### config.mk
export PLATFORM = sky130hd
export DESIGN_NAME = pcen_fifo
export DESIGN_NICKNAME = d
export VERILOG_FILES = /design/src/rtl/pcen_fifo.sv
export SDC_FILE = /design/constraint.sdc
export NUM_CORES = 1
export LEC_CHECK = 0
export ABC_AREA = 1
export BUFFER_PORTS_ARGS = -buffer_cell sky130_fd_sc_hd__buf_2
export CAP_MARGIN = 30
export CORE_AREA = 10 10 114 218
export DETAILED_ROUTE_END_ITERATION = 12
export DIE_AREA = 0 0 124 228
export MAX_ROUTING_LAYER = met4
export PLACE_DENSITY = 0.74
export SETUP_SLACK_MARGIN = 0.4
export SYNTH_ARGS = -nofsm -noshare
export SYNTH_HDL_FRONTEND = slang
export SYNTH_SLANG_ARGS = --single-unit
export TNS_END_PERCENT = 10
### constraint.sdc
create_clock -name i_clk -period 4.1 [get_ports i_clk]
set_clock_uncertainty 0.05 [all_clocks]
set_input_delay 0.82 -clock i_clk [delete_from_list [all_inputs] [get_ports i_clk]]
set_output_delay 0.82 -clock i_clk [all_outputs]
set_load 0.03 [all_outputs]
### src/rtl/pcen_fifo.sv
// Small register queue between the front end and the accumulator.
module pcen_fifo #(
    parameter int WIDTH = 66,
    parameter int DEPTH = 4
) (
    input  logic             i_clk,
    input  logic             i_rst_n,
    input  logic             i_push_valid,
    output logic             o_push_ready,
    input  logic [WIDTH-1:0] i_push_data,
    output logic             o_pop_valid,
    input  logic             i_pop_ready,
    output logic [WIDTH-1:0] o_pop_data
);

    localparam int PTRW = $clog2(DEPTH);

    logic [WIDTH-1:0] r_mem [DEPTH];
    logic [PTRW:0]    r_wr, r_rd;
    logic             full, empty, push, pop;

    assign full  = (r_wr[PTRW] != r_rd[PTRW]) && (r_wr[PTRW-1:0] == r_rd[PTRW-1:0]);
    assign empty = (r_wr == r_rd);
    assign push  = i_push_valid && !full;
    assign pop   = i_pop_ready && !empty;

    assign o_push_ready = !full;
    assign o_pop_valid  = !empty;
    assign o_pop_data   = r_mem[r_rd[PTRW-1:0]];

    always_ff @(posedge i_clk) begin
        if (!i_rst_n) begin
            r_wr <= '0;
            r_rd <= '0;
        end else begin
            if (push) begin
                r_wr <= r_wr + 1'b1;
            end
            if (pop) begin
                r_rd <= r_rd + 1'b1;
            end
        end
    end

    always_ff @(posedge i_clk) begin
        if (push) begin
            r_mem[r_wr[PTRW-1:0]] <= i_push_data;
        end
    end

endmodule

* After elaboration in Yosys (flattened, before gate mapping)
Memories as Yosys holds them, arrays and structs flattened. A register that Yosys moved wholly into a read port is not among the register bits.
Cells that the tools add are included.
** Word-level totals
- ROM bits :: 0
- Register bits after elaboration :: 6
- Bits of input ports :: 70
- Output and inout bits :: 68
- Bits in latches :: 0
- Logic and storage cells :: 17
- RAM bits :: 264
- Memories kept :: 1
** Cells by class
- Divide/modulo/power cells :: 0
- Add/sub/neg operators :: 2
- Reductions and logical operators :: 5
- Mux-type cells :: 4
- Bitwise logic cells :: 0
- Magnitude comparators :: 0
- Shift operators :: 0
- Equal/unequal tests :: 3
- Multipliers :: 0
** Memory list
- r_mem :: words 4, bits a word 66, read ports 1, clocked after Yosys merged registers in 1, wr ports 1, line 18 : logic [WIDTH-1:0] r_mem [DEPTH];
** Operators by type and width (number)
- 3-bit by 1-bit adder with 3-bit output, second input constant :: 2
- 2-bit two-way mux :: 2
- 3-bit == test :: 1
- 1-bit logical AND :: 3
- 2-bit == test :: 1
- 1-bit logical NOT :: 2
- 1-bit two-way mux :: 2
- 1-bit != test :: 1

* Depth between registers and ports, before layout
- Depth in word-level cells :: 6
- Gate-level depth with buffers :: 8
- Gate-level depth less buffers :: 8

* Least setup slack after synthesis
OpenSTA, ideal clock, no wires.
- Kind :: register to register
- Start point :: register r_wr[1]
- End point :: memory r_mem[0][0], enable pin
- Buffers on the path :: 0
- Cell stages (with the launch flop) :: 7
- Slack :: -0.255 ns
- Clock period less this slack :: 4.355 ns
- Arrival :: 3.814 ns
- Setup time :: 0.491 ns
- Required time :: 3.559 ns
- Path through :: dfxtp_1 -> inv_1 -> nand2_1 -> nand2_1 -> nand3_1 -> nand2_2 -> nor2_1
** Between the ends
- Cells in the longest elaborated chain, start to end :: 6
** RTL lines
- from (decl) :: line 19 : logic [PTRW:0] r_wr, r_rd;
- from (signal assigned) :: line 37 : r_wr <= r_wr + 1'b1;
- 2-bit == test :: line 22 : assign full = (r_wr[PTRW] != r_rd[PTRW]) && (r_wr[PTRW-1:0] == r_rd[PTRW-1:0]);
- 1-bit logical AND :: line 22
- 1-bit logical NOT
- named net o_push_ready :: line 9 : output logic o_push_ready,
- 1-bit logical AND :: line 24 : assign push = i_push_valid && !full;
- 1-bit two-way mux :: line 46 : if (push) begin
- 1-bit two-way mux (implied by the code) :: line 47 : r_mem[r_wr[PTRW-1:0]] <= i_push_data;
- to (decl) :: line 18
The timed path passes the listed nets, and every way through them passes these cells.

==> results.yml <==
cells_and_area:
  finalNetCount: 920
  finalNonFillerCells: 1142
  layout_common_cells: "edfxtp_1, buf_2, o21ai_0"
  n_fill_cell: 1661
  final_common_cell: "edfxtp_1"
  drive_above_1_share_pct: 33.5
  syn2layout_area_growth_pct: 15.4
  regArea_mm2: 0.00809
  multi_input_area_mm2: 0.00243
sta:
  final.period_utilization_pct: 83.7
  worstMarginPinSlew_ps: 753
  hold_violations: 0
  period_needed_ps: 3430
  fmax_mhz: 291
  setup_violations: 0
  fin_tns_setup_ps: 0
  slew_viol_final: 0
  rsz0062_at_grt: "false"
  max_slew_margin_pct: 49.8
outcome:
  status: "complete, no violations"
yosys:
  synth-adder-area-share_pct: 0.577
  syn-num-nets: 784
  synth_compound_area_share_pct: 12.4
  syn_area_mm2: 0.0108
  ys_seq_elements: 272
  yosysUniqueCellTypes: 24
  seq_area_frac_synth_pct: 74.7
  synth_top_family_by_area: "compound AO/OA/AOI/OAI gates"
  yosys.area_share.simple_pct: 9.10
  synth_area_per_cell_um2: 15.3
  synth_xor_area_share_pct: 0.0808
  synth_cells: 709
  yosys_warnings: 0
  muxShareOfSynthArea_pct: 0
drt:
  postRouteAntennaNets: 0
  drc: 0
  wl_per_cell_um: 19.3
  vias: 6131
  drt-vias-per-instance: 5.37
  wl_mm: 22.1
  drt_iter0_drc: 352
  dr.pass1.iters: 5
global_routing:
  antenna_found_initial: 9
  grt_max_degree: 67
  grt-ovfl-total: 0
  first_global_vias: 6277
  grt_usage_pct: 15.7
  grt_pass1_wl_mm: 33.3
worst_setup_path:
  cp_top_family: "buffers and inverters"
  crit_path_max_fanout: 55
  slowest_delay_ps: 560
  path_cells: "inv_6 -> buf_4 -> o21ai_0 -> o22ai_2 -> buf_2"
  path_depth: 5
  crit_type: "flop to output pin"
  r2r.worst_path.cells: 7
  r2r-end: "r_mem[0][37]"
  rrSetupSlack_ps: 1990
  start_kind: "flop"
  slowest_stage: "inv_6"
  end_kind: "output pin"
  arrival_ps: 2560
  cp.required_ps: 3230
  r2r_start: "r_wr[1]"
  path_buf_inv: 3
placement:
  dpl.hpwl_mm: 13.3
  dp_cells: 1093
  gp_congestion: 0.759
  io_buffers: 137
die:
  coreArea_mm2: 0.0214
  rows: 76
  die_y_um: 228
  initial_utilization_pct: 50.6
  die-width_um: 124
  die_area_mm2: 0.0283
  ioPinCount: 138
worst_hold_path:
  min_delay_worst_endpoint: "r_mem[0][55]"
  min_from: "i_push_data[55]"
  hold_depth: 1
  hp-class: "input pin to flop"
clock_tree:
  cts_tree: "done"
  cts_buffers: 23
  post_cts_resized: 0
  hold_buffers: 0
  clockRootBuffer: "clkbuf_16"
  cts.sinks: 272
  clk_pin_slew_ps: 60
  htreeDepth: 1
  cts_setup_buffers: 0
  ctsLongestPathBuffers: 3
  insertion_delay_ps: 510
pwr:
  ir_drop_mv: 0.427
  p_leak_nw: 4.32
  power_density_mw_per_mm2: 543
job:
  drv_cap: 0
-- power breakdown --
group          switching (W)  internal [W]
Sequential         0.0000640       0.00322
Clock               0.000916       0.00116
Combinational        0.00102      0.000397
Total                0.00200       0.00478
-- how the worst max path moves through the flow --
stage	to	slack [ps]	from
6_report	o_pop_data[39]	670	flop
3_3_place_gp	o_pop_data[32]	1210	flop
3_5_place_dp	o_pop_data[32]	1180	flop
5_1_grt	o_pop_data[59]	490	flop
4_1_cts	o_pop_data[32]	630	flop
2_1_floorplan	r_mem[0][0]	-250	r_wr[1]
-- metrics by stage --
stage	instance area [um2]	hold slack, ps	utilization [%]	total power [W]	setup WS (ps)
final	12500	459	58.4	0.00679	668
after global routing	12500	443	58.4	0.00706	494
after CTS	12500	432	58.3	0.00686	628
after detailed placement	11800	519	55.0	0.00479	1180
after global placement	11800	492	55.0	0.00476	1210
after floorplan	10800	481	-	0.00437	-255
-- flip-flops by register name, summed over array words and instances (netlist names), named ones only --
register,count
r_mem,264
r_rd,3
r_wr,3
-- kinds of logic (layout without fill, tap and decap cells) --
kind of cell | count (synthesis) | after routing
compound gates | 199 | 199
buf+inv | 55 | 206
fa+ha+maj | 5 | 5
other cells | 0 | 9
flops | 272 | 272
xor+xnor | 1 | 1
simple gates | 177 | 177
-- worst register-to-register path, stage by stage, from the launching register on --
cell,delay (ps)
dfxtp_1,390
inv_1,110
nand2_1,70
nand2_1,60
nand3_1,110
nand2_2,210
nor2_4,150
buf_4,560
-- area by class of cell --
class / count / share of cell area [%]
multi-input combinational: 382 / 19.4
clock buffer: 27 / 4.72
inverter: 13 / 0.430
tap: 273 / 2.73
sequential: 272 / 64.7
antenna: 9 / 0.180
clock inverter: 13 / 1.02
timing repair buffer: 153 / 6.74
-- synthesized netlist by cell type, drive strengths merged --
library cell,n,share of area [%]
ha,5,0.58
buf,20,1.9
nand3,3,0.14
nor2,148,8.0
o22ai,66,6.1
dfxtp,8,1.5
o21ai,132,6.2
nand2,26,0.92
xor2,1,0.081
inv,13,0.50
a21oi,1,0.046
clkbuf,22,0.76
edfxtp,264,73
-- routing by layer --
| layer | part of all wire (%) | vias up | GRT usage (%) |
|---|---|---|---|
| met5 | 0 | - | - |
| li1 | - | 2924 | - |
| met3 | 5.7 | 44 | 3.09 |
| met1 | 35 | 2999 | 15.8 |
| met2 | 56 | 164 | 27.2 |
| met4 | 3.4 | 0 | 8.79 |
Power figures use the tool's default switching activity.
