File: src/rtl/pcen_pkg.sv
// Shared types and constants of the polygon centroid core.
package pcen_pkg;

    // Operation handed from the vertex front end to the accumulator.
    typedef enum logic [1:0] {
        OP_EDGE,
        OP_CLOSE,
        OP_OVF
    } t_op_kind;

    localparam int OP_KIND_W = $bits(t_op_kind);

    localparam logic [1:0] ST_OK   = 2'd0;
    localparam logic [1:0] ST_ZERO = 2'd1;
    localparam logic [1:0] ST_OVF  = 2'd2;

    localparam int FIFO_DEPTH = 4;

    // Valid and overflow flags of a finished polygon job, from the accumulator to the divider.
    typedef struct packed {
        logic valid;
        logic ovf;
    } t_job_ctl;

endpackage

File: src/rtl/pcen_front.sv
// Vertex front end: tracks first and previous vertex, turns vertices into edge operations.
module pcen_front
    import pcen_pkg::*;
#(
    parameter int W    = 16,
    parameter int MAXV = 1024,
    parameter int CNTW = 11
) (
    input  logic                i_clk,
    input  logic                i_rst_n,
    input  logic                i_valid,
    output logic                o_ready,
    input  logic signed [W-1:0] i_vertex_x,
    input  logic signed [W-1:0] i_vertex_y,
    input  logic                i_last_vertex,
    output logic                o_op_valid,
    input  logic                i_op_ready,
    output t_op_kind            o_op_kind,
    output logic signed [W-1:0] o_x0,
    output logic signed [W-1:0] o_y0,
    output logic signed [W-1:0] o_x1,
    output logic signed [W-1:0] o_y1
);

    logic signed [W-1:0] r_first_x, r_first_y, r_prev_x, r_prev_y;
    logic signed [W-1:0] n_first_x, n_first_y, n_prev_x, n_prev_y;
    logic [CNTW-1:0]     r_count, n_count;
    logic                r_pend, n_pend;
    logic                accept;

    // A pending closing edge blocks the next vertex for one transfer.
    assign o_ready = !r_pend && i_op_ready;
    assign accept  = i_valid && o_ready;

    always_comb begin
        n_first_x  = r_first_x;
        n_first_y  = r_first_y;
        n_prev_x   = r_prev_x;
        n_prev_y   = r_prev_y;
        n_count    = r_count;
        n_pend     = r_pend;
        o_op_valid = 1'b0;
        o_op_kind  = OP_EDGE;
        o_x0       = r_prev_x;
        o_y0       = r_prev_y;
        o_x1       = i_vertex_x;
        o_y1       = i_vertex_y;
        if (r_pend) begin
            o_op_valid = 1'b1;
            o_op_kind  = OP_CLOSE;
            o_x1       = r_first_x;
            o_y1       = r_first_y;
            if (i_op_ready) begin
                n_pend = 1'b0;
            end
        end else if (accept) begin
            if (r_count == '0) begin
                n_first_x = i_vertex_x;
                n_first_y = i_vertex_y;
                n_prev_x  = i_vertex_x;
                n_prev_y  = i_vertex_y;
                n_count   = CNTW'(1);
                if (i_last_vertex) begin
                    // lone vertex: degenerate closing edge onto itself
                    o_op_valid = 1'b1;
                    o_op_kind  = OP_CLOSE;
                    o_x0       = i_vertex_x;
                    o_y0       = i_vertex_y;
                    n_count    = '0;
                end
            end else if (r_count < CNTW'(MAXV)) begin
                o_op_valid = 1'b1;
                n_prev_x   = i_vertex_x;
                n_prev_y   = i_vertex_y;
                n_count    = r_count + 1'b1;
                if (i_last_vertex) begin
                    n_pend  = 1'b1;
                    n_count = '0;
                end
            end else if (i_last_vertex) begin
                // vertex bound exceeded somewhere in this polygon
                o_op_valid = 1'b1;
                o_op_kind  = OP_OVF;
                o_x0       = '0;
                o_y0       = '0;
                o_x1       = '0;
                o_y1       = '0;
                n_count    = '0;
            end
        end
    end

    always_ff @(posedge i_clk) begin
        if (!i_rst_n) begin
            r_count <= '0;
            r_pend  <= 1'b0;
        end else begin
            r_count <= n_count;
            r_pend  <= n_pend;
        end
    end

    always_ff @(posedge i_clk) begin
        r_first_x <= n_first_x;
        r_first_y <= n_first_y;
        r_prev_x  <= n_prev_x;
        r_prev_y  <= n_prev_y;
    end

endmodule

File: config.mk
export PLATFORM = sky130hd
export DESIGN_NAME = pcen_front
export DESIGN_NICKNAME = d
export VERILOG_FILES = /design/src/rtl/pcen_pkg.sv /design/src/rtl/pcen_front.sv
export SDC_FILE = /design/constraint.sdc
export NUM_CORES = 1
export LEC_CHECK = 0
export BUFFER_PORTS_ARGS = -buffer_cell sky130_fd_sc_hd__buf_4
export CAP_MARGIN = 10
export CORE_MARGIN = 4
export CORE_UTILIZATION = 45
export CTS_CLUSTER_DIAMETER = 40
export CTS_CLUSTER_SIZE = 25
export DETAILED_ROUTE_END_ITERATION = 8
export GPL_TIMING_DRIVEN = 0
export HOLD_SLACK_MARGIN = 0.1
export PLACE_DENSITY_LB_ADDON = 0.25
export SETUP_SLACK_MARGIN = 0.1
export SLEW_MARGIN = 25
export SYNTH_ARGS = -nofsm -noshare
export SYNTH_HDL_FRONTEND = slang
export SYNTH_SLANG_ARGS = --single-unit
File: constraint.sdc
create_clock -name i_clk -period 10.2 [get_ports i_clk]
set_clock_uncertainty 0.05 [all_clocks]
set_input_delay 2.04 -clock i_clk [delete_from_list [all_inputs] [get_ports i_clk]]
set_output_delay 2.04 -clock i_clk [all_outputs]
set_load 0.005 [all_outputs]
* Word-level counts from Yosys, hierarchy flattened *
Cells that the tools add are included.

word-level totals
  output and inout bits = 68
  input bits = 37
  register bits = 76
  word-level logic and storage cells = 65

operators by class
  reductions and logical operators = 9
  add/sub/neg operators = 1
  bitwise logic cells = 1
  multiplexer cells = 47
  $lt $le $gt $ge = 1

operator list
  kind                                                              number
  16-bit two-way mux                                                26
  11-bit two-way mux                                                4
  1-bit two-way mux                                                 12
  11-bit by 1-bit adder with 11-bit output (second input constant)  1
  11-bit logical NOT                                                1
  11-bit < comparator (second input constant)                       1
  2-bit two-way mux                                                 5
  3-bit AND reduction                                               3
  3-bit nonzero test                                                1
  1-bit logical AND                                                 2
  2-bit nonzero test                                                1
  1-bit logical NOT                                                 1
  1-bit inverter                                                    1

* Logic depth before layout (Yosys ltp) *
  word-level depth = 5
  mapped depth = 6
  mapped depth without buffers = 5

* Worst setup path before layout *
Ideal clock, no wire load.

  path type = input to output
  start = in i_valid
  end = out o_op_valid
  setup slack = 3.968 ns
  cell stages on the path = 4
  buffers on the path = 0
  data arrival time = 4.142 ns
  cell sequence = nand3b_1 > nor2_1 > and2_2 > a211o_1

on the way
  cells in the longest elaborated chain, start to end = 3

ends and longest elaborated chain
  element            RTL line          source
  start, declared    pcen_front.sv:11  input logic i_valid,
  1-bit logical AND  pcen_front.sv:33  assign accept = i_valid && o_ready;
  1-bit two-way mux  pcen_front.sv:56  end else if (accept) begin
  1-bit two-way mux  pcen_front.sv:48  if (r_pend) begin
  end, declared      pcen_front.sv:16  output logic o_op_valid,

Every way passes these cells.

* Final worst setup path *
  start = in i_valid
  end = out o_x1[0]

on the way
  cells in the longest elaborated chain, start to end = 3

ends and longest elaborated chain
  element             RTL line          source
  1-bit logical AND   pcen_front.sv:33
  16-bit two-way mux  pcen_front.sv:56
  16-bit two-way mux  pcen_front.sv:48
  end, declared       pcen_front.sv:21  output logic signed [W-1:0] o_x1,

Every way passes these cells.

==> results.yml <==
run_status:
  status: "complete, no violations"
clocking:
  insertion_delay_ns: 0.33
  clockBufferDepth: 2
  numCtsBuffers: 9
  post_cts_resized: 0
  path_clk_slew_ns: 0.07
  cts-root-buf: "clkbuf_8"
  h-tree-depth: 3
  cts.sinks: 76
  cts_tree: "built"
  cts_setup_buffers: 0
  hold_buffers: 0
sta:
  finalSetupViolCount: 0
  worst_pin_slew_ns: 0.508
  fin_crit_ns: 5.56
  rsz0062_at_grt: "no"
  hold_viol_final: 0
  relSlewSlack_pct: 66.1
  finalSetupTns_ns: 0
  finalCritPeriodShare_pct: 54.5
  drv_slew: 0
  fmax_ghz: 0.180
hold_path:
  worstHoldPathType: "flip-flop to flip-flop"
synthesis:
  synth.cell_area_mm2: 0.00346
  synth_common_cells: "nand2_1, edfxtp_1, o21ai_0, a22o_1, dfxtp_1"
  synth_warnings: 0
  ys.flop_type: "edfxtp_1"
  synth.distinct_cells: 38
  ys_seq_elements: 76
  ys_seq_area_share_pct: 62.5
  synthCells: 288
  postSynth.asyncResetShare_pct: 0
  yosysMostFrequentCell: "nand2_1"
  synth_nets: 327
  yosysTopAreaCell: "edfxtp_1"
  syn_avg_cell_area_um2: 12.0
  synth-edff-count: 64
  synth.area.top_cells: "edfxtp_1, a22o_1, nand2_1"
  synth_top_area_share_pct: 55.5
power_and_ir_drop:
  ir_drop_mv: 0.103
  power_density_mw_per_mm2: 142
  p_leak_nw: 1.90
  total_power_uw: 657
setup_path:
  crit_arrival_ns: 3.47
  critPathLaunchType: "input pin"
  worstPathMaxFanout: 10
  end_kind: "output port"
  path_class: "input pin to output port"
  critical_path_required_ns: 8.11
detailed_routing:
  via_count: 2694
  dr.pass1.iters: 4
  routed_wl_um: 8420
  via_per_inst: 5.30
  drt_drc_violations_left: 0
  drt_iter0_markers: 163
  wl_per_cell_um: 16.6
  ant_nets: 0
global_route:
  track_usage_pct: 18.9
  grt_pass1_wl_um: 13000
  grt-ovfl-total: 0
  grt_pass1_vias: 2627
  grt_max_degree: 25
  grt_antenna_before_repair: 0
floorplanning:
  coreArea_mm2: 0.00737
  die_w_um: 95.7
  rows: 31
  initial_utilization_pct: 47.0
  die_h_um: 95.7
  design.die.area_mm2: 0.00916
  ioPinCount: 105
placed_design:
  io_buffers: 104
  hpwl_um: 5990
  routabilityCongestion: 0.806
finish:
  syn_to_final_growth_pct: 33.4
  layout-drive-gt1-share_pct: 35.0
  nets: 444
  diodes: 0
job:
  cap_violations: 0
layout by cell type (no fill, tap or decap), types with 5 or more instances in the layout:
master      n
clkbuf_8    9
a21oi_1     5
inv_1       5
xor2_1      5
nor2_1      6
buf_6       7
clkbuf_1    8
nand3_1     5
a22o_1     31
dfxtp_1    12
o21ai_0    34
edfxtp_1   64
buf_4     104
nand2_1    67
worst max-delay path, cell delays in order:
cell and delay, ns:
buf_4 0.11, and3b_2 0.21, buf_6 0.14, nand3_1 0.24, buf_2 0.29, nand2_1 0.07
o21ai_0 0.21, buf_4 0.16
cells by family after synthesis:
kind of cell	Yosys count	share of synthesized area (%)
AO/OA/AOI/OAI	78	16.2
XOR/XNOR	5	1.27
adder cells (fa/ha/maj)	2	0.723
buffers and inverters	22	4.01
flip-flops	76	62.5
AND/OR/NAND/NOR	105	15.4
state kept, by name, indices dropped and copies added, names as in the netlist:
signal and cells:
r_pend 1, r_prev_x 16, r_first_x 16, r_prev_y 16, r_first_y 16, r_count 11
final timing paths:
path / startpoint / end / slack (ns) / cells after the start
setup / recovery: i_valid / o_x1[0] / 4.64 / 8
setup reg to reg: r_count[10]$_SDFFE_PN0P_ / r_first_x[8]$_DFFE_PP_ / 8.19 / 4
hold / removal: r_count[8]$_SDFFE_PN0P_ / r_count[8]$_SDFFE_PN0P_ / 0.49 / 2
hold reg to reg: r_count[8]$_SDFFE_PN0P_ / r_count[8]$_SDFFE_PN0P_ / 0.49 / 2
per-layer routing:
metal | up-vias | share of wire [%] | global-route usage [%]
met2 | 112 | 46 | 31.2
met1 | 1271 | 45 | 24.4
met3 | 12 | 7.5 | 3.99
met4 | 0 | 1.5 | 7.11
met5 | - | 0 | 0
li1 | 1299 | - | -
metrics by stage:
step | utilization [%] | hold slack, ns | instance area, µm² | worst slack, ns | cells
after CTS | 62.6 | 0.487 | 4620 | 4.62 | 508
after global placement | 59.2 | 0.459 | 4370 | 2.88 | 491
final | 62.6 | 0.487 | 4620 | 4.64 | 508
after global routing | 62.6 | 0.500 | 4620 | 4.51 | 508
after detailed placement | 60.2 | 0.476 | 4440 | 4.63 | 493
after floorplan | - | 0.429 | 3460 | 3.97 | 288
power by group:
group / internal, mW / total (mW) / switching [mW]
registers: 0.351 / 0.354 / 0.00325
clock network: 0.111 / 0.216 / 0.105
logic: 0.0466 / 0.0871 / 0.0405
area by class of cell:
type                            count  area, µm²
Fill cell                         612       2750
Buffer                             17        120
Clock inverter                      5       53.8
Sequential cell                    76       2160
Timing Repair Buffer              106        836
Multi-Input combinational cell    190       1170
Tap cell                           99        124
Inverter                            5       18.8
Clock buffer                       10        128
No activity file was read; power rests on OpenSTA's default activity.
