<file path="config.mk">
export PLATFORM = sky130hd
export DESIGN_NAME = pcen_div
export DESIGN_NICKNAME = d
export VERILOG_FILES = /design/src/rtl/pcen_pkg.sv /design/src/rtl/pcen_div.sv
export SDC_FILE = /design/constraint.sdc
export NUM_CORES = 1
export LEC_CHECK = 0
export BUFFER_PORTS_ARGS = -buffer_cell sky130_fd_sc_hd__clkbuf_2
export CORE_MARGIN = 2
export CORE_UTILIZATION = 62
export DETAILED_ROUTE_END_ITERATION = 8
export HOLD_SLACK_MARGIN = 0.05
export PLACE_DENSITY = 0.81
export RECOVER_POWER = 50
export SLEW_MARGIN = 20
export SYNTH_ARGS = -nofsm -noshare
export SYNTH_HDL_FRONTEND = slang
export SYNTH_SLANG_ARGS = --single-unit
</file>
<file path="constraint.sdc">
create_clock -name i_clk -period 10.55 [get_ports i_clk]
set_input_delay 2.11 -clock i_clk [delete_from_list [all_inputs] [get_ports i_clk]]
set_output_delay 2.11 -clock i_clk [all_outputs]
set_load 0.03 [all_outputs]
</file>
<file path="src/rtl/pcen_pkg.sv">
// Shared types and constants of the polygon centroid core.
package pcen_pkg;

    // Operation handed from the vertex front end to the accumulator.
    typedef enum logic [1:0] {
        OP_EDGE,
        OP_CLOSE,
        OP_OVF
    } t_op_kind;

    localparam int OP_KIND_W = $bits(t_op_kind);

    localparam logic [1:0] ST_OK   = 2'd0;
    localparam logic [1:0] ST_ZERO = 2'd1;
    localparam logic [1:0] ST_OVF  = 2'd2;

    localparam int FIFO_DEPTH = 4;

    // Valid and overflow flags of a finished polygon job, from the accumulator to the divider.
    typedef struct packed {
        logic valid;
        logic ovf;
    } t_job_ctl;

endpackage

</file>
<file path="src/rtl/pcen_div.sv">
// Back end: centroid = moment / (3 * cross sum), one quotient bit per cycle, saturated.
module pcen_div
    import pcen_pkg::*;
#(
    parameter int W    = 16,
    parameter int CRW  = 43,
    parameter int MW   = 60,
    parameter int DENW = 45,
    parameter int DW   = 60
) (
    input  logic                  i_clk,
    input  logic                  i_rst_n,
    input  t_job_ctl              i_job,
    output logic                  o_job_ready,
    input  logic signed [CRW-1:0] i_cross,
    input  logic signed [MW-1:0]  i_mx,
    input  logic signed [MW-1:0]  i_my,
    output logic                  o_valid,
    input  logic                  i_ready,
    output logic signed [W-1:0]   o_centroid_x,
    output logic signed [W-1:0]   o_centroid_y,
    output logic [1:0]            o_status
);

    localparam int CTW = $clog2(DW);
    localparam logic [DW-1:0] LIM_NEG = DW'(1) << (W - 1);
    localparam logic [DW-1:0] LIM_POS = LIM_NEG - 1'b1;

    typedef enum logic [2:0] {
        S_IDLE,
        S_DEN,
        S_MAG,
        S_RUN,
        S_DONE
    } t_state;

    t_state                r_state;
    logic signed [CRW-1:0] r_cross;
    logic [MW-1:0]         r_mx, r_my;
    logic                  r_ovf;
    logic [DENW-1:0]       r_den;
    logic [DW-1:0]         r_nx, r_ny, r_d, r_remx, r_remy;
    logic                  r_negx, r_negy;
    logic [CTW-1:0]        r_cnt;
    logic [1:0]            r_status;
    logic                  r_o_valid;
    logic signed [W-1:0]   r_o_x, r_o_y;
    logic [1:0]            r_o_status;

    logic signed [DENW-1:0] c_ext, den_full;
    logic [MW-1:0]          mag_x, mag_y;
    logic [DENW-1:0]        mag_d;
    logic [DW:0]            shx, shy;
    logic                   gex, gey;
    logic [DW-1:0]          n_remx, n_remy, n_nx, n_ny;

    function automatic logic [W-1:0] f_sat(logic [DW-1:0] q, logic neg);
        logic [W-1:0] res;
        if (neg) begin
            res = (q > LIM_NEG) ? W'(LIM_NEG) : W'(DW'(0) - q);
        end else begin
            res = (q > LIM_POS) ? W'(LIM_POS) : W'(q);
        end
        return res;
    endfunction

    assign c_ext    = DENW'(r_cross);
    assign den_full = c_ext + (c_ext <<< 1);
    assign mag_x    = r_mx[MW-1] ? MW'(0) - r_mx : r_mx;
    assign mag_y    = r_my[MW-1] ? MW'(0) - r_my : r_my;
    assign mag_d    = r_den[DENW-1] ? DENW'(0) - r_den : r_den;

    // restoring division step, x and y share the divisor
    assign shx    = {r_remx, r_nx[DW-1]};
    assign shy    = {r_remy, r_ny[DW-1]};
    assign gex    = shx >= {1'b0, r_d};
    assign gey    = shy >= {1'b0, r_d};
    assign n_remx = gex ? DW'(shx - {1'b0, r_d}) : DW'(shx);
    assign n_remy = gey ? DW'(shy - {1'b0, r_d}) : DW'(shy);
    assign n_nx   = {r_nx[DW-2:0], gex};
    assign n_ny   = {r_ny[DW-2:0], gey};

    assign o_job_ready = (r_state == S_IDLE);

    always_ff @(posedge i_clk) begin
        if (!i_rst_n) begin
            r_state   <= S_IDLE;
            r_o_valid <= 1'b0;
        end else begin
            if (r_o_valid && i_ready) begin
                r_o_valid <= 1'b0;
            end
            unique case (r_state)
                S_IDLE: begin
                    if (i_job.valid) begin
                        r_cross <= i_cross;
                        r_mx    <= i_mx;
                        r_my    <= i_my;
                        r_ovf   <= i_job.ovf;
                        r_state <= S_DEN;
                    end
                end
                S_DEN: begin
                    r_den   <= den_full;
                    r_nx    <= DW'(mag_x);
                    r_ny    <= DW'(mag_y);
                    r_negx  <= r_mx[MW-1];
                    r_negy  <= r_my[MW-1];
                    r_state <= S_MAG;
                end
                S_MAG: begin
                    r_d    <= DW'(mag_d);
                    r_negx <= r_negx ^ r_den[DENW-1];
                    r_negy <= r_negy ^ r_den[DENW-1];
                    r_remx <= '0;
                    r_remy <= '0;
                    r_cnt  <= '0;
                    if (r_ovf) begin
                        r_status <= ST_OVF;
                        r_state  <= S_DONE;
                    end else if (r_den == '0) begin
                        r_status <= ST_ZERO;
                        r_state  <= S_DONE;
                    end else begin
                        r_status <= ST_OK;
                        r_state  <= S_RUN;
                    end
                end
                S_RUN: begin
                    r_remx <= n_remx;
                    r_remy <= n_remy;
                    r_nx   <= n_nx;
                    r_ny   <= n_ny;
                    r_cnt  <= r_cnt + 1'b1;
                    if (r_cnt == CTW'(DW - 1)) begin
                        r_state <= S_DONE;
                    end
                end
                S_DONE: begin
                    if (!r_o_valid || i_ready) begin
                        r_o_valid  <= 1'b1;
                        r_o_status <= r_status;
                        if (r_status == ST_OK) begin
                            r_o_x <= f_sat(r_nx, r_negx);
                            r_o_y <= f_sat(r_ny, r_negy);
                        end else begin
                            r_o_x <= '0;
                            r_o_y <= '0;
                        end
                        r_state <= S_IDLE;
                    end
                end
                default: r_state <= S_IDLE;
            endcase
        end
    end

    assign o_valid      = r_o_valid;
    assign o_centroid_x = r_o_x;
    assign o_centroid_y = r_o_y;
    assign o_status     = r_o_status;

endmodule

</file>
Word-level counts from Yosys, hierarchy flattened
Cells that the tools add are included.
{ "classes": {"n_addsub": 9, "multipliers": 0, "div": 0, "order_cmp": 6, "eq_ne": 8, "shifts": 0, "mux": 28, "bitwise": 2, "reduce_logical": 17} }
{ "ops": {"columns": ["op", "n"], "rows": [
  ["$pmux W60 S2", 4],
  ["$mux W60", 4],
  ["$ge A61 B45 Y1", 2],
  ["$gt A60 B15 Y1 const B", 2],
  ["$gt A60 B16 Y1 const B", 2],
  ["$sub A1 B60 Y60 const A", 2],
  ["$sub A60 B45 Y60", 2],
  ["$mux W16", 6],
  ["$add A43 B44 Y45", 1],
  ["$logic_not A45 Y1", 1],
  ["$sub A1 B45 Y45 const A", 1],
  ["$mux W44", 1],
  ["$sub A1 B16 Y16 const A", 2],
  ["$mux W3", 5],
  ["$pmux W3 S5", 1],
  ["$pmux W6 S2", 1],
  ["$reduce_and A2 Y1", 5],
  ["$reduce_and A3 Y1", 3],
  ["$add A6 B1 Y6 const B", 1],
  ["$eq A3 B2 Y1 const B", 2],
  ["$eq A6 B6 Y1 const B", 1],
  ["$ne A2 B2 Y1 const B", 3],
  ["$reduce_bool A2 Y1", 3],
  ["$mux W1", 4],
  ["other kinds (9)", 11]
]} }
{ "word_totals": {"register_bits": 542, "latchBits": 0, "mem_bits_rw": 0, "rom_bits": 0, "in_bits": 168, "out_inout_bits": 36, "word_cells": 90, "mem_count": 0} }

Longest topological paths before layout
{ "logic_depth": {"ltp_word": 4, "ltp_mapped": 15} }

Worst setup path after synthesis
OpenSTA, ideal clock, no wires.
{ "synth_timing": {"path_type": "input-to-reg", "start": "in i_rst_n", "end": "reg r_cross[0] (enable)", "setup_ps": 691, "t_arrival_ps": 9015, "required_time_ps": 9859, "slack_ps": 844, "cell_stages": 2, "path_buffers": 0, "cell_sequence": "nand2b_1 nor2_1"} }
{ "synth_between": {"elab_chain_cells": 1} }
{ "synth_rtl": {"columns": ["element", "line", "source"], "rows": [
  ["start, declared", "pcen_div.sv:12", "input logic i_rst_n,"],
  ["$reduce_and A3 Y1 (no source line)", null, null],
  ["end signal, assigned", "pcen_div.sv:96", "r_cross <= i_cross;"],
  ["end, declared", "pcen_div.sv:38", "logic signed [CRW-1:0] r_cross;"]
]} }
No other way between the ends.
A chain may end at the register's enable or synchronous reset.

Worst setup path in the final report
{ "layout_timing": {"start": "reg r_state[1]", "end": "reg r_ny[32] (data pin)"} }
{ "layout_between": {"elab_chain_cells": 2, "word_cells_on_any_way": 3, "cone_classes": "eq/ne: 2; mux: 1"} }
{ "layout_rtl": {"columns": ["element", "line", "source"], "rows": [
  ["start, declared", "pcen_div.sv:37", "t_state r_state;"],
  ["start signal, assigned", "pcen_div.sv:87", "r_state <= S_IDLE;"],
  ["start signal, assigned", "pcen_div.sv:100", "r_state <= S_DEN;"],
  ["start signal, assigned", "pcen_div.sv:109", "r_state <= S_MAG;"],
  ["$eq A3 B2 Y1 or $eq A3 B1 Y1 (tied branches)", "pcen_div.sv:93", "unique case (r_state)"],
  ["$pmux W60 S2 *", "pcen_div.sv:93", null],
  ["end signal, assigned", "pcen_div.sv:106", "r_ny <= DW'(mag_y);"],
  ["end signal, assigned", "pcen_div.sv:133", "r_ny <= n_ny;"],
  ["end, declared", "pcen_div.sv:42", "logic [DW-1:0] r_nx, r_ny, r_d, r_remx, r_remy;"]
]} }
Every way passes the cells marked *; elsewhere a longest branch is shown, timed or not.

==> results.sh <==
export IMPL_clkSlewWorstSetupHoldPaths_ns=0.06
export IMPL_post_cts_hold_buffer_count=0
export IMPL_post_route_period_util_pct=60.5
export IMPL_final_layout_size_suffix_gt1_share_pct=9.92
export IMPL_netlist_cell_type_count=90
export IMPL_violations="capacitance limit, slew limit"
export IMPL_power_per_cell_area_nw_per_um2=144
export IMPL_timing_critical_path_slowest_stage_cell="clkbuf_1"
export IMPL_final_antenna_net_count=0
export IMPL_critical_path_max_fanout=105
export IMPL_ys_dominant_reg_cell="edfxtp_1"
export IMPL_post_route_min_period_ns=6.38
export IMPL_outcome="finished with violations"
export IMPL_ctsRootBufferMaster="clkbuf_16"
export IMPL_worst_pin_slew_ns=3.54
export IMPL_ctsHtreeMaxLevel=2
export IMPL_synthesis_area_um2=32300
export IMPL_initial_utilization_pct=62.9
export IMPL_post_cts_buffers=0
export IMPL_worstHoldPathType="register to register"
export IMPL_number_of_enable_flip_flop_cells_after_synthesis=538
export IMPL_clk_latency_ns=0.63
export IMPL_worst_path_largest_cell_delay_ns=2.60
export IMPL_worstSetupEndpointType="register"
export IMPL_worst_path_buf_inv=1
export IMPL_fin_nets=3604
export IMPL_fp_row_count=83
export IMPL_grt_antenna_before_repair=0
export IMPL_synthArstFlopShare_pct=0
export IMPL_slew_violations=506
export IMPL_synth_seq_cells=542
export IMPL_grt_start_max_net_pins=122
export IMPL_io_buffers=203
export IMPL_synth_fp_nets=3455
export IMPL_worst_setup_path_type="register to register"
export IMPL_timing_max_slew_rel_slack_pct=-136
export IMPL_fp_coreArea_um2=51400
export IMPL_die_y_um=232
export IMPL_critical_path_top_delay_family="buffers and inverters"
export IMPL_required_ns=10.77
export IMPL_timing_setup_tns_ns=0
export IMPL_yosys_warnings=0
export IMPL_max_cap_violations=10
export IMPL_synth_avg_cell_area_um2=10.3
export IMPL_layout_core_utilization_pct=69.3
export IMPL_yosysSeqAreaShare_pct=50.2
export IMPL_clockBufferDepth=3
export IMPL_rsz0062_at_grt="false"
export IMPL_drt_initial_drc_count=2452
export IMPL_areaGrowthSynthToFinish_pct=10.0
export IMPL_via_count_of_the_first_global_routing_pass=24118
export IMPL_routed_wire_length_per_instance_um=19.9
export IMPL_place_detailed_hpwl_um=58700
export IMPL_residual_drc=0
export IMPL_power_ir_vdd_worst_mv=0.155
export IMPL_diodes=0
export IMPL_boundaryPins=204
export IMPL_cts_repair_resize_count=0
export IMPL_grt_overflow=0
export IMPL_hold_viol=0
export IMPL_worst_endpoint_arrival_ns=6.60
export IMPL_cts_num_sinks=542
export IMPL_finalWeightedCongestion=0.961
export IMPL_1st_pass_router_iterations=6
export IMPL_clock_skew_ns=0.0303
export IMPL_vias=25363
export IMPL_worstSetupStartpointType="register"
export IMPL_final_common_cell="edfxtp_1"
export IMPL_global_route_usage_total_pct=29.4
export IMPL_post_syn_instances=3146
export IMPL_setup_violation_total_in_the_final_timing_report=0
export IMPL_wire_length_of_the_first_global_routing_pass_um=126000
export IMPL_hold_worst_slack_ns=0.480
export IMPL_timing_critical_path_cells="nor2b_1 -> and2_0 -> clkbuf_1 -> o21ai_0"
export IMPL_tritoncts="built"
export IMPL_leakagePower_uw=0.0128
export IMPL_design_die_area_um2=54000
export IMPL_tritoncts_buffer_count=57
export IMPL_via_density=6.31
export IMPL_totalWireLength_um=80000
export IMPL_layout_cells_most_common_list="538 x edfxtp_1, 387 x nand2_1, 292 x o21ai_0"
export IMPL_fmax_mhz=157
export IMPL_die_width_um=232
-- power breakdown --
| part | switching [uW] | internal [uW] | total, uW |
|---|---|---|---|
| Combinational | 378 | 235 | 613 |
| Clock | 831 | 1110 | 1940 |
| Sequential | 77.4 | 2500 | 2580 |
-- synthesized netlist by cell type (all sizes together) (13+ instances only) --
cell type | number | share of area, %
edfxtp | 538 | 50
nor2b | 16 | 0.31
mux2i | 13 | 0.40
nand3 | 69 | 1.1
nor2 | 149 | 1.7
nand4 | 47 | 0.93
a311oi | 14 | 0.38
o21a | 21 | 0.49
o21ai | 294 | 4.5
inv | 119 | 1.4
o41ai | 23 | 0.68
ha | 138 | 5.3
a211oi | 33 | 0.84
o211ai | 15 | 0.36
nand2 | 387 | 4.5
a31oi | 35 | 0.68
and2 | 19 | 0.37
or4 | 33 | 0.81
nor3 | 58 | 0.93
and3 | 20 | 0.39
xnor2 | 133 | 3.6
buf | 24 | 0.34
xor2 | 148 | 4.0
or3 | 65 | 1.3
nor4 | 53 | 1.2
a21o | 67 | 1.6
o21bai | 28 | 0.65
a21oi | 219 | 3.4
o31ai | 67 | 1.6
or2 | 18 | 0.35
nand2b | 37 | 0.72
clkbuf | 105 | 1.2
-- cells by family (layout without fill, tap and decap cells) --
group / after synthesis / after routing / share of synthesized area, %
AND/OR/NAND/NOR: 1019 / 1019 / 15.8
flip-flops: 542 / 542 / 50.2
XOR/XNOR: 281 / 281 / 7.61
AO/OA/AOI/OAI: 901 / 901 / 17.5
buffers and inverters: 249 / 440 / 2.95
adder cells (fa/ha/maj): 141 / 141 / 5.52
multiplexers: 13 / 13 / 0.402
-- stage by stage --
| step | total power (uW) | instance area (um2) | worst slack (ns) | instances |
|---|---|---|---|---|
| 2_1_floorplan | 3050 | 32300 | 0.844 | 3146 |
| 3_3_place_gp | 3200 | 33900 | 5.90 | 3913 |
| 3_5_place_dp | 3220 | 33900 | 5.88 | 3915 |
| 4_1_cts | 5150 | 35700 | 5.83 | 4016 |
| 5_1_grt | 5320 | 35600 | 3.41 | 4017 |
| 6_report | 5140 | 35600 | 4.17 | 4017 |
-- flip-flops by register name, indices dropped and copies added (netlist names), 2 cells and up --
register	cells
r_state	3
r_remx	60
r_nx	60
r_cnt	6
r_ny	60
r_den	45
r_remy	60
r_mx	60
o_centroid_x	16
o_status	2
r_my	60
r_status	2
r_d	45
r_cross	43
o_centroid_y	16
-- layout make-up --
class / instances / area (um2)
clock inverters: 32 / 325
multi-input cells: 2355 / 15200
well taps: 680 / 851
flip-flops and latches: 542 / 16200
repair buffers: 219 / 1090
inverters: 120 / 453
clock buffers: 69 / 1470
fillers: 3777 / 15800
-- metal layers --
layer / vias up / part of all wire [%] / global-route usage, %
li1: 12135 / - / -
met1: 12117 / 43 / 40.9
met2: 975 / 47 / 47.6
met3: 136 / 7.0 / 4.35
met4: 0 / 2.6 / 9.07
met5: - / 0 / 0
-- worst paths after layout --
kind	start	end	slack (ns)	cells after the start
worst max register to register	r_state[1]	r_ny[32]	4.17	4
worst min-delay path	r_cross[0]	r_den[0]	0.48	0
worst max-delay path	r_state[1]	r_ny[32]	4.17	4
worst min register to register	r_cross[0]	r_den[0]	0.48	0
Power figures use the tool's default switching activity.
